## config.mk

```make
export PLATFORM = sky130hd
export DESIGN_NAME = double_floored_modulo_flat
export DESIGN_NICKNAME = d
export VERILOG_FILES = /design/src/hw/rtl/dfm_pkg.sv /design/src/hw/rtl/dfm_in_if.sv /design/src/hw/rtl/dfm_out_if.sv /design/src/hw/rtl/double_floored_modulo.sv /design/src/hw/rtl/dfm_sub.sv /design/src/flat_wrapper.sv
export VERILOG_INCLUDE_DIRS = /design/src /design/src/hw/rtl
export SDC_FILE = /design/constraint.sdc
export NUM_CORES = 1
export LEC_CHECK = 0
export ABC_AREA = 0
export BUFFER_PORTS_ARGS = -buffer_cell sky130_fd_sc_hd__buf_2
export CAP_MARGIN = 20
export CORE_MARGIN = 4
export CORE_UTILIZATION = 50
export DETAILED_ROUTE_END_ITERATION = 16
export PLACE_DENSITY_LB_ADDON = 0.08
export SLEW_MARGIN = 20
export SYNTH_ARGS = -nofsm -noshare
export SYNTH_HDL_FRONTEND = slang
export SYNTH_SLANG_ARGS = --single-unit
export TNS_END_PERCENT = 30
```

## constraint.sdc

```tcl
create_clock -name clk -period 9.5 [get_ports clk]
set_input_delay 1.9 -clock clk [delete_from_list [all_inputs] [get_ports clk]]
set_output_delay 1.9 -clock clk [all_outputs]
set_load 0.05 [all_outputs]
```

## src/hw/rtl/double_floored_modulo_defines.svh

```systemverilog
// ----------------------------------------------------------------------------
// double_floored_modulo_defines: assertion macros
// Shared concurrent assertion forms, clocked on clk, quiet during reset.
// ----------------------------------------------------------------------------
`ifndef DOUBLE_FLOORED_MODULO_DEFINES_SVH
`define DOUBLE_FLOORED_MODULO_DEFINES_SVH

// same-cycle implication
`define DFM_ASSERT_IMPL(lbl, ante, cons) \
  lbl: assert property (@(posedge clk) disable iff (!rst_n) (ante) |-> (cons)) \
    else $error("dfm assertion failed");

// next-cycle implication
`define DFM_ASSERT_NEXT(lbl, ante, cons) \
  lbl: assert property (@(posedge clk) disable iff (!rst_n) (ante) |=> (cons)) \
    else $error("dfm assertion failed");

`endif

```

## src/hw/rtl/dfm_pkg.sv

```systemverilog
// ----------------------------------------------------------------------------
// dfm_pkg: shared constants
// Binary64 field layout and datapath widths.
// ----------------------------------------------------------------------------
package dfm_pkg;
  localparam int FP_W   = 64;
  localparam int MAG_W  = 63;
  localparam int EXP_W  = 11;
  localparam int FRAC_W = 52;
  localparam int ALU_W  = 56;  // 53-bit mantissa plus guard, round, sticky

  localparam logic [FP_W-1:0]  QNAN_BITS = 64'h7FF8_0000_0000_0000;
  localparam logic [MAG_W-1:0] EXP_INF   = 63'h7FF0_0000_0000_0000;
  localparam logic [EXP_W-1:0] EXP_ONES  = 11'h7FF;
endpackage

```

## src/hw/rtl/dfm_in_if.sv

```systemverilog
// ----------------------------------------------------------------------------
// dfm_in_if: operand channel
// Valid/ready channel carrying dividend and divisor bit patterns.
// ----------------------------------------------------------------------------
interface dfm_in_if import dfm_pkg::*; ();
  logic            valid;
  logic            ready;
  logic [FP_W-1:0] dividend_bits;
  logic [FP_W-1:0] divisor_bits;

  modport source (output valid, output dividend_bits, output divisor_bits, input ready);
  modport sink   (input valid, input dividend_bits, input divisor_bits, output ready);
endinterface

```

## src/hw/rtl/dfm_out_if.sv

```systemverilog
// ----------------------------------------------------------------------------
// dfm_out_if: result channel
// Valid/ready channel carrying the remainder and the invalid flag.
// ----------------------------------------------------------------------------
interface dfm_out_if import dfm_pkg::*; ();
  logic            valid;
  logic            ready;
  logic [FP_W-1:0] remainder_bits;
  logic            invalid_operation;

  modport source (output valid, output remainder_bits, output invalid_operation, input ready);
  modport sink   (input valid, input remainder_bits, input invalid_operation, output ready);
endinterface

```

## src/hw/rtl/double_floored_modulo.sv

```systemverilog
// ----------------------------------------------------------------------------
// double_floored_modulo: binary64 floored modulo
// Truncated remainder by restoring shift-and-subtract, then a sign fix-up
// add of the divisor with round-to-nearest-even, on one shared subtractor.
// ----------------------------------------------------------------------------
//  channel | dir | payload                              | handshake
//  in_ch   | in  | dividend_bits, divisor_bits (64, 64) | valid/ready
//  out_ch  | out | remainder_bits (64), invalid_op (1)  | valid/ready
//
// One item at a time; in_ch.ready is high only while the sequencer is idle.
// Steps per item: check, normalize, the division loop with one subtract
//   per exponent step, pack, fix-up check, align, fix-up normalize and
//   round, then the done state.
// Specials (NaN, zero divisor, infinite dividend) go from check straight to done.
// Synchronous active-low reset returns to idle with no result pending.
// A result waiting on out_ch does not block the next transfer in; the
// sequencer only holds in its final state until the output register frees.
// ----------------------------------------------------------------------------
module double_floored_modulo import dfm_pkg::*; (
  input  logic   clk,
  input  logic   rst_n,
  dfm_in_if.sink   in_ch,
  dfm_out_if.source out_ch
);
`include "double_floored_modulo_defines.svh"

  typedef enum logic [10:0] {
    S_IDLE   = 11'b000_0000_0001,
    S_CHECK  = 11'b000_0000_0010,
    S_NORM   = 11'b000_0000_0100,
    S_DIV    = 11'b000_0000_1000,
    S_POST   = 11'b000_0001_0000,
    S_FIXCHK = 11'b000_0010_0000,
    S_ALIGN  = 11'b000_0100_0000,
    S_FNORM  = 11'b000_1000_0000,
    S_RND    = 11'b001_0000_0000,
    S_DONE   = 11'b010_0000_0000,
    S_SPARE  = 11'b100_0000_0000
  } state_t;

  state_t state_r, state_nxt;

  logic [FP_W-1:0]   a_r, a_nxt, b_r, b_nxt, res_r, res_nxt;
  logic              inv_r, inv_nxt;
  logic [53:0]       mx_r, mx_nxt, my_r, my_nxt;
  logic signed [12:0] ex_r, ex_nxt, ey_r, ey_nxt;
  logic [ALU_W-1:0]  acc_r, acc_nxt, bm_r, bm_nxt;
  logic [EXP_W-1:0]  d_r, d_nxt, e_r, e_nxt;
  logic              out_valid_r, out_valid_nxt;
  logic [FP_W-1:0]   out_rem_r, out_rem_nxt;
  logic              out_inv_r, out_inv_nxt;

  // shared subtractor
  logic [ALU_W-1:0] sub_a, sub_b, sub_diff;
  logic             sub_ge;

  dfm_sub u_sub (.op_a(sub_a), .op_b(sub_b), .diff(sub_diff), .ge(sub_ge));

  assign sub_a = (state_r == S_DIV) ? {2'b00, mx_r} : bm_r;
  assign sub_b = (state_r == S_DIV) ? {2'b00, my_r} : acc_r;

  // operand classification
  logic [MAG_W-1:0] ma, mb;
  logic             a_nan, b_nan, a_inf, b_inf;

  assign ma    = a_r[MAG_W-1:0];
  assign mb    = b_r[MAG_W-1:0];
  assign a_nan = ma > EXP_INF;
  assign b_nan = mb > EXP_INF;
  assign a_inf = ma == EXP_INF;
  assign b_inf = mb == EXP_INF;

  // raw unpack: subnormals keep exponent 1 and no hidden bit
  function automatic logic [EXP_W-1:0] raw_exp(input logic [FP_W-1:0] v);
    raw_exp = (v[62:52] == '0) ? 11'd1 : v[62:52];
  endfunction

  function automatic logic [52:0] raw_mant(input logic [FP_W-1:0] v);
    raw_mant = {(v[62:52] != '0), v[51:0]};
  endfunction

  logic [EXP_W-1:0] fx_er, fx_eb, fx_d;
  logic [53:0]      div_sel;
  logic             rnd_up;
  logic [53:0]      rnd_sum;
  logic [52:0]      rnd_mant;
  logic [EXP_W-1:0] rnd_exp;

  assign fx_er   = raw_exp(res_r);
  assign fx_eb   = raw_exp(b_r);
  assign fx_d    = fx_eb - fx_er;
  assign div_sel = sub_ge ? sub_diff[53:0] : mx_r;
  assign rnd_up  = acc_r[2] & (acc_r[1] | acc_r[0] | acc_r[3]);
  assign rnd_sum = {1'b0, acc_r[55:3]} + {53'd0, rnd_up};
  assign rnd_mant = rnd_sum[53] ? rnd_sum[53:1] : rnd_sum[52:0];
  assign rnd_exp  = rnd_sum[53] ? e_r + 11'd1 : e_r;

  assign in_ch.ready = (state_r == S_IDLE);

  always_comb begin
    state_nxt     = state_r;
    a_nxt         = a_r;
    b_nxt         = b_r;
    res_nxt       = res_r;
    inv_nxt       = inv_r;
    mx_nxt        = mx_r;
    my_nxt        = my_r;
    ex_nxt        = ex_r;
    ey_nxt        = ey_r;
    acc_nxt       = acc_r;
    bm_nxt        = bm_r;
    d_nxt         = d_r;
    e_nxt         = e_r;
    out_valid_nxt = out_valid_r & ~out_ch.ready;
    out_rem_nxt   = out_rem_r;
    out_inv_nxt   = out_inv_r;

    unique case (state_r)
      S_IDLE: begin
        if (in_ch.valid) begin
          a_nxt     = in_ch.dividend_bits;
          b_nxt     = in_ch.divisor_bits;
          state_nxt = S_CHECK;
        end
      end
      S_CHECK: begin
        inv_nxt = 1'b0;
        if (a_nan || b_nan || a_inf || mb == '0) begin
          res_nxt   = QNAN_BITS;
          inv_nxt   = 1'b1;
          state_nxt = S_DONE;
        end else if (b_inf || ma == '0 || ma < mb) begin
          res_nxt   = a_r;
          state_nxt = S_FIXCHK;
        end else if (ma == mb) begin
          res_nxt   = {a_r[63], 63'd0};
          state_nxt = S_FIXCHK;
        end else begin
          mx_nxt    = {1'b0, raw_mant(a_r)};
          my_nxt    = {1'b0, raw_mant(b_r)};
          ex_nxt    = signed'({2'b00, raw_exp(a_r)});
          ey_nxt    = signed'({2'b00, raw_exp(b_r)});
          state_nxt = S_NORM;
        end
      end
      S_NORM: begin
        // bring subnormal mantissas up to the hidden-bit position
        if (!mx_r[52]) begin
          mx_nxt = {mx_r[52:0], 1'b0};
          ex_nxt = ex_r - 13'sd1;
        end else if (!my_r[52]) begin
          my_nxt = {my_r[52:0], 1'b0};
          ey_nxt = ey_r - 13'sd1;
        end else begin
          state_nxt = S_DIV;
        end
      end
      S_DIV: begin
        if (ex_r > ey_r) begin
          mx_nxt = {div_sel[52:0], 1'b0};
          ex_nxt = ex_r - 13'sd1;
        end else begin
          mx_nxt    = div_sel;
          state_nxt = S_POST;
        end
      end
      S_POST: begin
        // renormalize, or denormalize below the minimum exponent (exact)
        if (mx_r == '0) begin
          res_nxt   = {a_r[63], 63'd0};
          state_nxt = S_FIXCHK;
        end else if (!mx_r[52] && ex_r > 13'sd1) begin
          mx_nxt = {mx_r[52:0], 1'b0};
          ex_nxt = ex_r - 13'sd1;
        end else if (ex_r < 13'sd1) begin
          mx_nxt = {1'b0, mx_r[53:1]};
          ex_nxt = ex_r + 13'sd1;
        end else begin
          res_nxt   = {a_r[63], (mx_r[52] ? ex_r[10:0] : 11'd0), mx_r[51:0]};
          state_nxt = S_FIXCHK;
        end
      end
      S_FIXCHK: begin
        if (res_r[62:0] == '0 || !(res_r[63] ^ b_r[63])) begin
          state_nxt = S_DONE;
        end else if (b_inf) begin
          res_nxt   = {b_r[63], EXP_ONES, 52'd0};
          state_nxt = S_DONE;
        end else begin
          // |r| < |b|: result is |b| - |r| with the sign of b
          bm_nxt = {raw_mant(b_r), 3'b000};
          e_nxt  = fx_eb;
          if (fx_d >= 11'(ALU_W)) begin
            acc_nxt = {{(ALU_W-1){1'b0}}, 1'b1};
            d_nxt   = '0;
          end else begin
            acc_nxt = {raw_mant(res_r), 3'b000};
            d_nxt   = fx_d;
          end
          state_nxt = S_ALIGN;
        end
      end
      S_ALIGN: begin
        if (d_r != '0) begin
          acc_nxt = {1'b0, acc_r[ALU_W-1:1]} | {{(ALU_W-1){1'b0}}, acc_r[0]};
          d_nxt   = d_r - 11'd1;
        end else begin
          acc_nxt   = sub_diff;
          state_nxt = S_FNORM;
        end
      end
      S_FNORM: begin
        if (!acc_r[ALU_W-1] && e_r > 11'd1) begin
          acc_nxt = {acc_r[ALU_W-2:0], 1'b0};
          e_nxt   = e_r - 11'd1;
        end else begin
          state_nxt = S_RND;
        end
      end
      S_RND: begin
        res_nxt   = {b_r[63], (rnd_mant[52] ? rnd_exp : 11'd0), rnd_mant[51:0]};
        state_nxt = S_DONE;
      end
      S_DONE: begin
        if (!out_valid_r || out_ch.ready) begin
          out_valid_nxt = 1'b1;
          out_rem_nxt   = res_r;
          out_inv_nxt   = inv_r;
          state_nxt     = S_IDLE;
        end
      end
      default: begin
        state_nxt = S_IDLE;
      end
    endcase
  end

  always_ff @(posedge clk) begin
    if (!rst_n) begin
      state_r     <= S_IDLE;
      out_valid_r <= 1'b0;
    end else begin
      state_r     <= state_nxt;
      out_valid_r <= out_valid_nxt;
    end
  end

  always_ff @(posedge clk) begin
    a_r       <= a_nxt;
    b_r       <= b_nxt;
    res_r     <= res_nxt;
    inv_r     <= inv_nxt;
    mx_r      <= mx_nxt;
    my_r      <= my_nxt;
    ex_r      <= ex_nxt;
    ey_r      <= ey_nxt;
    acc_r     <= acc_nxt;
    bm_r      <= bm_nxt;
    d_r       <= d_nxt;
    e_r       <= e_nxt;
    out_rem_r <= out_rem_nxt;
    out_inv_r <= out_inv_nxt;
  end

  assign out_ch.valid             = out_valid_r;
  assign out_ch.remainder_bits    = out_rem_r;
  assign out_ch.invalid_operation = out_inv_r;

  `DFM_ASSERT_NEXT(a_accept_check, in_ch.valid && in_ch.ready, state_r == S_CHECK)
  `DFM_ASSERT_IMPL(a_div_order, state_r == S_DIV, ex_r >= ey_r)
  `DFM_ASSERT_IMPL(a_inv_qnan, out_ch.valid && out_ch.invalid_operation,
                   out_ch.remainder_bits == QNAN_BITS)
endmodule

```

## src/hw/rtl/dfm_sub.sv

```systemverilog
// ----------------------------------------------------------------------------
// dfm_sub: shared subtract/compare unit
// Difference of two unsigned words and an a >= b flag.
// ----------------------------------------------------------------------------
module dfm_sub import dfm_pkg::*; (
  input  logic [ALU_W-1:0] op_a,
  input  logic [ALU_W-1:0] op_b,
  output logic [ALU_W-1:0] diff,
  output logic             ge
);
  logic [ALU_W:0] wide;

  assign wide = {1'b0, op_a} - {1'b0, op_b};
  assign diff = wide[ALU_W-1:0];
  assign ge   = ~wide[ALU_W];
endmodule
```

## src/flat_wrapper.sv

```systemverilog
// flat-port wrapper written by rule: the top's interface ports become plain ports
module double_floored_modulo_flat import dfm_pkg::*;
  (clk, rst_n, in_ch_valid, in_ch_dividend_bits, in_ch_divisor_bits, in_ch_ready, out_ch_valid, out_ch_remainder_bits, out_ch_invalid_operation, out_ch_ready);
  dfm_in_if in_ch_i ();
  dfm_out_if out_ch_i ();
  input  logic clk;
  input  logic rst_n;
  input wire logic [$bits(in_ch_i.valid)-1:0] in_ch_valid;
  input wire logic [$bits(in_ch_i.dividend_bits)-1:0] in_ch_dividend_bits;
  input wire logic [$bits(in_ch_i.divisor_bits)-1:0] in_ch_divisor_bits;
  output wire logic [$bits(in_ch_i.ready)-1:0] in_ch_ready;
  output wire logic [$bits(out_ch_i.valid)-1:0] out_ch_valid;
  output wire logic [$bits(out_ch_i.remainder_bits)-1:0] out_ch_remainder_bits;
  output wire logic [$bits(out_ch_i.invalid_operation)-1:0] out_ch_invalid_operation;
  input wire logic [$bits(out_ch_i.ready)-1:0] out_ch_ready;
  assign in_ch_i.valid = in_ch_valid;
  assign in_ch_i.dividend_bits = in_ch_dividend_bits;
  assign in_ch_i.divisor_bits = in_ch_divisor_bits;
  assign in_ch_ready = in_ch_i.ready;
  assign out_ch_valid = out_ch_i.valid;
  assign out_ch_remainder_bits = out_ch_i.remainder_bits;
  assign out_ch_invalid_operation = out_ch_i.invalid_operation;
  assign out_ch_i.ready = out_ch_ready;
  double_floored_modulo u_core (.clk(clk), .rst_n(rst_n), .in_ch(in_ch_i), .out_ch(out_ch_i));
endmodule
```

==> results of run 1 <==
==> metal layers <==
metal | up-vias | track usage | part of all wire
met1 | 13771 | 0.4940 | 0.41
li1 | 12189 | - | -
met2 | 1809 | 0.5276 | 0.44
met4 | 4 | 0.1298 | 0.044
met3 | 301 | 0.06624 | 0.11
met5 | - | 0 | 0.00023
==> worst max-delay path, stage by stage (launching register included) <==
cell and delay [ns]:
dfxtp_1 0.48, nor2_1 0.06, and3_1 0.21, nand4b_1 0.12
buf_4 0.41, buf_4 0.64, mux2i_1 0.18, ha_1 0.49
nand4_1 0.22, nor4b_2 0.34, a22oi_1 0.11, nand2_1 0.22
a211oi_2 0.17, o311a_1 0.45, o21ai_4 0.51, buf_4 0.56
mux2_2 0.41, a221oi_1 0.24, o21ai_0 0.14
==> cells in the final DEF (no fill, tap or decap), types with 22 or more instances in the layout <==
cell	Yosys	final
nand3_1	67	67
xor2_1	64	64
a21oi_1	226	224
o21ai_0	173	173
nor2_1	221	217
nor3_1	48	45
ha_1	151	151
inv_1	132	130
a221oi_1	38	38
nand3b_1	57	57
clkbuf_16	0	61
nand4_1	59	59
a221o_1	100	100
xnor2_1	87	87
a31oi_1	38	37
a21o_1	63	63
and3_1	23	22
nor4_1	77	75
buf_4	5	49
buf_2	17	198
edfxtp_1	522	522
mux2i_1	80	80
nand2_1	454	454
==> logic make-up (layout without fill, tap and decap cells) <==
group | Yosys count | in the layout | synth area share
other cells | 0 | 3 | 0
xor+xnor | 151 | 151 | 0.04120
compound gates | 803 | 803 | 0.1662
simple gates | 1110 | 1110 | 0.1653
buf+inv | 316 | 492 | 0.03960
mux | 101 | 101 | 0.03231
fa+ha+maj | 153 | 153 | 0.06011
flops | 533 | 533 | 0.4952
==> worst max path at each step <==
stage                            startpoint              end  slack [ns]
after floorplan           u_core.state_r[5]   u_core.ey_r[0]        2.52
after global placement    u_core.state_r[2]  u_core.mx_r[23]        3.50
after detailed placement  u_core.state_r[2]  u_core.mx_r[23]        3.33
after CTS                 u_core.state_r[2]  u_core.mx_r[23]        3.28
after global routing      u_core.state_r[2]  u_core.mx_r[36]        2.86
final                     u_core.state_r[2]  u_core.mx_r[23]        3.15
==> cells in the mapped netlist (all sizes together), types with 11 or more instances <==
library cell / count
mux2i: 80
nand3b: 57
and3: 23
a221o: 100
nand2: 454
clkbuf: 142
o21ai: 176
a221oi: 38
o31ai: 11
and2: 22
a22oi: 21
inv: 132
edfxtp: 522
nand3: 68
o22ai: 19
buf: 42
nor4: 79
xor2: 64
nor2: 222
a31oi: 38
nor2b: 12
nand4: 61
nor3: 49
ha: 151
mux2: 21
or3: 15
a222oi: 15
dfxtp: 11
a21oi: 226
a21o: 63
o21a: 21
xnor2: 87
o211ai: 17
o21bai: 14
==> power by group <==
part	leakage, µW	internal, µW	switching [µW]
clock	0.000986	1440	1000
combinational	0.00756	266	448
sequential	0.00494	2800	223
total	0.0135	4510	1670
==> state kept, by name, summed over array words and instances, names as in the netlist <==
name	cells
u_core.a_r	64
u_core.b_r	64
u_core.out_ch.remainder_bits	64
u_core.res_r	64
u_core.acc_r	56
u_core.mx_r	54
u_core.bm_r	53
u_core.my_r	53
u_core.ex_r	13
u_core.ey_r	13
u_core.d_r	11
u_core.e_r	11
u_core.state_r	10
u_core.inv_r	1
u_core.out_ch.invalid_operation	1
u_core.out_ch.valid	1
==> final cells by class <==
type | count | area [µm²]
flip-flops and latches | 533 | 15900
clock buffers | 69 | 1556
diodes | 3 | 7.507
fillers | 5565 | 27300
repair buffers | 249 | 1414
clock inverters | 42 | 484.2
multi-input cells | 2318 | 15090
inverters | 132 | 496.7
well taps | 846 | 1059
==> metrics by stage <==
stage                     hold slack [ns]  instance area (µm²)  cells
after floorplan                    0.4003                32100   3167
after CTS                          0.4195                35920   4186
after detailed placement           0.4054                33880   4075
after global routing               0.4424                36000   4189
after global placement             0.4078                33870   4075
final                              0.4192                36010   4192
==> summary.md, run 1 <==
| Metric | Value |
|---|---|
| WL final | 121,300 µm |
| Clock Sink Count | around 530 |
| FF-to-FF path depth | 18 |
| LEAKAGE | around 0.013 µW |
| Req. time, crit path | 9.85 ns |
| Capturing point of the worst reg2reg path | u_core.mx_r[23] |
| Pre-antenna DRT Iters | 8 |
| Yosys warns | 0 |
| Hold endpoint | u_core.out_ch.invalid_operation |
| Worst min path class | reg2reg |
| Endpoints failing hold | 0 |
| Worst-path maximum fanout | 47 |
| First-pass GRT wire length | ~180,000 µm |
| Final setup TNS | 0 ns |
| Vias | 28,074 |
| Peak supply drop | 155.5 µV |
| Fin nets | 3,580 |
| Maxcap violations | 0 |
| Final Total Pwr | ~6200 µW |
| Post-Syn Area per Cell | 10.14 µm² |
| Hold depth | 0 |
| CORE AREA | 63,310 µm² |
| Endpoint type of the worst setup path | register |
| Worst Tran Pin Value | 1.268 ns |
| Vias in the first global route | 26,874 |
| CTS clk-pin slew, worst paths | 0.06 ns |
| Global route overflow | 0 |
| Num CTS Buffers | 61 |
| Seq/Total Area, Yosys | 0.4952 |
| Post-synthesis cell area | 32,100 µm² |
| Mapped Nets | 3,452 |
| CP startpoint kind | register |
| Fin crit period | 6.350 ns |
| Root Driver | clkbuf_16 |
| Dpl ws | 3.329 ns |
| Synth Register Bits | between 500 and 600 |
| Initial antenna violation count | 4 |
| Clock tree buffer depth | 3 |
| CTS tree | yes |
| Most used DFF post-synth | edfxtp_1 |
| RSZ-0062 raised after global routing | false |
| Post-DP HPWL | 88,060 µm |
| WS Path Type | reg2reg |
| Post-CTS Hold Fix Bufs | 0 |
| Max_slew headroom | 0.1470 |
| Starting Density | 0.5070 |
| Synth area leaders | edfxtp_1 (49%), ha_1 (5.9%), nand2_1 (5.3%) |
| Final count of pins violating max slew | 0 |
| Area Overhead vs Synth | 12.17% |
| Syn Inst Count | 3,167 |
| Row count | between 90 and 100 |
| Vias per inst | 6.697 |
| DIE WIDTH | 261.4 µm |
| Min-delay src | u_core.inv_r |
| Antenna viol nets, final | 0 |
| Setup bufs post-CTS | 0 |
| RD Place Congestion | 1.006 |
| Worst reg2reg startpoint | u_core.state_r[2] |
| Overall routing resource usage | 0.3461 |
| Pwr dens | 171.7 nW/µm² |
| Drt initial violations | 4,254 |
| Post-CTS sizing | 0 |
| Clock latency on the worst-skew pair | 0.64 ns |
| EDFF count, synth | 522 |
| Die Height | 261.4 µm |
| Area share of the leading cell type in the synthesized netlist | 0.4883 |
| Worst Path Arrival | between 6 and 7 ns |
| H-tree depth | 2 |
| I/O Buffers | 198 |
| Worst Skew | 0.01811 ns |
| Outcome | completed |
| Synth cell types | 77 |
| DRC errors left | 0 |
| I/O pins | 199 |
| Share of cells above drive strength 1 | 0.1229 |
| F_max | between 0.15 and 0.2 GHz |
| Async set-reset flop share out of synthesis | 0 |
| R2r setup slk | 3.15 ns |
| Area leader, netlist | edfxtp_1 |
| Wire per inst | 28.94 µm |
| Die Footprint | between 60,000 and 70,000 µm² |
| Final period utilization | 0.6684 |
| Largest net degree at the start of global routing | 75 |
| Finish-stage setup viols | 0 |
| Core Util, Final | 0.5687 |
| Setup WS post-layout | between 3 and 4 ns |
No activity file was read; power rests on OpenSTA's default activity.
==> run 2, diff against run 1 <==
- clock period: 9.5 -> 5.4 ns (I/O delays scaled with it)
==> run 2 against run 1 <==
- routed wire length rose by 1.7%
- highest routed layer is now met4
- total power rose by 77%
- core utilization up 0.99 points
- count of clock-buffer cells in the layout unchanged
- critical endpoint is now u_core.mx_r[40]
==> summary.md, run 2 (synthesis gave the netlist of run 1 again) <==
| Metric | Value |
|---|---|
| Vias per inst | 6.651 (was 6.697) |
| Die Footprint | 68,320 µm² (unchanged) |
| CTS clk-pin slew, worst paths | 0.06 ns (about the same) |
| Capturing point of the worst reg2reg path | u_core.mx_r[40] (was u_core.mx_r[23]) |
| Met3 Wirelength | 13,730 µm (was 12,960 µm) |
| Top Metal Used | met4 (was met5) |
| Root Driver | clkbuf_16 (unchanged) |
| RSZ-0062 raised after global routing | false (unchanged) |
| H-tree depth | 2 (unchanged) |
| Wire per inst | 29.02 µm (was 28.94 µm) |
| Endpoints failing hold | 0 (unchanged) |
| Antenna viol nets, final | 0 (unchanged) |
| Worst-path maximum fanout | 47 (unchanged) |
| DRC errors left | 0 (unchanged) |
| Most common cell after layout, fill and taps aside | edfxtp_1 (unchanged) |
| Fin nets | 3,643 (was 3,580) |
| Area Overhead vs Synth | 14.12% (was 12.17%) |
| Global route overflow | 0 (unchanged) |
| CP startpoint kind | register (unchanged) |
| Starting Density | 0.5070 (unchanged) |
| Share of cells above drive strength 1 | 0.1395 (was 0.1229) |
| Pwr dens | 298.6 nW/µm² (was 171.7 nW/µm²) |
| Worst min path class | reg2reg (unchanged) |
| Row count | 92 (unchanged) |
| Ant. Diodes | 0 (was 3) |
| CTS tree | yes (unchanged) |
| Finish-stage setup viols | 0 (unchanged) |
| Met2 WL | 53,510 µm (was 52,900 µm) |
| First-pass GRT wire length | 179,900 µm (was 177,600 µm) |
| Vias | 28,279 (was 28,074) |
| F_max | 0.1933 GHz (was 0.1575 GHz) |
| Worst reg2reg startpoint | u_core.state_r[2] (unchanged) |
| Min-delay src | u_core.b_r[28] (was u_core.inv_r) |
| Hold endpoint | u_core.bm_r[31] (was u_core.out_ch.invalid_operation) |
| LEAKAGE | 0.01385 µW (was 0.01348 µW) |
| Largest net degree at the start of global routing | 75 (unchanged) |
| Setup bufs post-CTS | 0 (unchanged) |
| CORE AREA | 63,310 µm² (unchanged) |
| Outcome | completed (unchanged) |
| Commonest non-fill, non-tap cells in the layout | edfxtp_1 (522), nand2_1 (454), a21oi_1 (224) (unchanged) |
| Peak supply drop | 316.2 µV (was 155.5 µV) |
| Clock latency on the worst-skew pair | 0.66 ns (was 0.64 ns) |
| Final setup TNS | 0 ns (unchanged) |
| Fillers | 5,512 (was 5,565) |
| Clock Sink Count | 533 (unchanged) |
| Placed Area | 34,510 µm² (was 33,880 µm²) |
| Dpl ws | 0.2174 ns (was 3.329 ns) |
| WL final | 123,400 µm (was 121,300 µm) |
| Pre-antenna DRT Iters | 9 (was 8) |
| Max_slew headroom | 0.2370 (was 0.1470) |
| Final count of pins violating max slew | 0 (unchanged) |
| RD Place Congestion | 1.041 (was 1.006) |
| Overall routing resource usage | 0.3514 (was 0.3461) |
| Fin crit period | 5.173 ns (was 6.350 ns) |
| FF-to-FF path depth | 21 (was 18) |
| DIE WIDTH | 261.4 µm (unchanged) |
| Worst Skew | 0.04862 ns (was 0.01811 ns) |
| Post-route cell area | 36,630 µm² (was 36,010 µm²) |
| Req. time, crit path | 5.89 ns (was 9.85 ns) |
| WS Path Type | reg2reg (unchanged) |
| Initial antenna violation count | 1 (was 4) |
| Setup WS post-layout | 0.2265 ns (was 3.150 ns) |
| Final Total Pwr | 10,940 µW (was 6184 µW) |
| Die Height | 261.4 µm (unchanged) |
| Maxcap violations | 0 (unchanged) |
| Worst Path Arrival | 5.67 ns (was 6.70 ns) |
| Worst Tran Pin Value | 1.145 ns (was 1.268 ns) |
| Num CTS Buffers | 59 (was 61) |
| I/O pins | 199 (unchanged) |
| I/O Buffers | 198 (unchanged) |
| Post-DP HPWL | 91,640 µm (was 88,060 µm) |
| Hold depth | 0 (unchanged) |
| Drt initial violations | 4,070 (was 4,254) |
| R2r setup slk | 0.23 ns (was 3.15 ns) |
| Final period utilization | 0.9581 (was 0.6684) |
| Vias in the first global route | 27,097 (was 26,874) |
| M1 wire length | 49,960 µm (was 50,060 µm) |
| Clock tree buffer depth | 3 (unchanged) |
| Endpoint type of the worst setup path | register (unchanged) |
[run 2: layer usage]
layer  GRT usage  vias to the layer above
li1            -                    12347
met1      0.4952                    13680
met2      0.5373                     1925
met3     0.06808                      327
met4      0.1419                        0
met5           0                        -
[run 2: critical path, cell delays in order, from the launching register on]
cell and delay [ns]:
dfxtp_1 0.46, nor2_1 0.06, and3_1 0.21, nand4b_1 0.18, buf_12 0.28, nand2_1 0.09, nand2_1 0.07, ha_1 0.17
inv_1 0.06, fa_1 0.43, a211oi_1 0.38, o211ai_1 0.23, nand3_1 0.12, nand2_1 0.20, a211oi_2 0.27, buf_4 0.17
o311a_1 0.33, o21ai_4 0.12, nor2_1 0.70, a221o_1 0.26, a21oi_1 0.04, o21ai_0 0.17
[run 2: where the power goes]
group	internal, µW	switching, µW
Combinational	511	814
Clock	2530	1780
Sequential	4920	383
[run 2: worst max path at each step]
stage	startpoint	end	slack (ns)	cells after the start
floorplan	u_core.state_r[2]	u_core.acc_r[0]	0.07	9
CTS	u_core.state_r[5]	u_core.mx_r[51]	0.18	21
global placement	u_core.state_r[5]	u_core.mx_r[51]	0.31	21
global route	u_core.state_r[2]	u_core.mx_r[23]	0.02	19
detailed placement	u_core.state_r[6]	u_core.mx_r[51]	0.22	21
finish	u_core.state_r[2]	u_core.mx_r[40]	0.23	21
[run 2: timing repair]
| item | 4_1_cts | 5_1_grt |
|---|---|---|
| hold buffers | 0 | 0 |
| resized for setup | 0 | 4 |
| setup endpoints to repair | 0 | 17 |
[run 2: layout make-up]
class / count / area (µm²) / share of cell area
clock buffer: 69 / 1555 / 0.04246
clock inverter: 40 / 473.0 / 0.01291
inverter: 132 / 496.7 / 0.01356
multi-input combinational: 2318 / 15090 / 0.4119
sequential: 533 / 15900 / 0.4339
tap: 846 / 1059 / 0.02890
timing repair buffer: 314 / 2066 / 0.05639
[run 2: per-stage QoR]
| stage | hold slack (ns) | utilization | instances |
|---|---|---|---|
| after floorplan | 0.4003 | - | 3167 |
| after global placement | 0.4673 | 0.5451 | 4139 |
| after detailed placement | 0.4729 | 0.5451 | 4139 |
| after CTS | 0.4873 | 0.5771 | 4248 |
| after global routing | 0.5041 | 0.5786 | 4252 |
| final | 0.4891 | 0.5786 | 4252 |
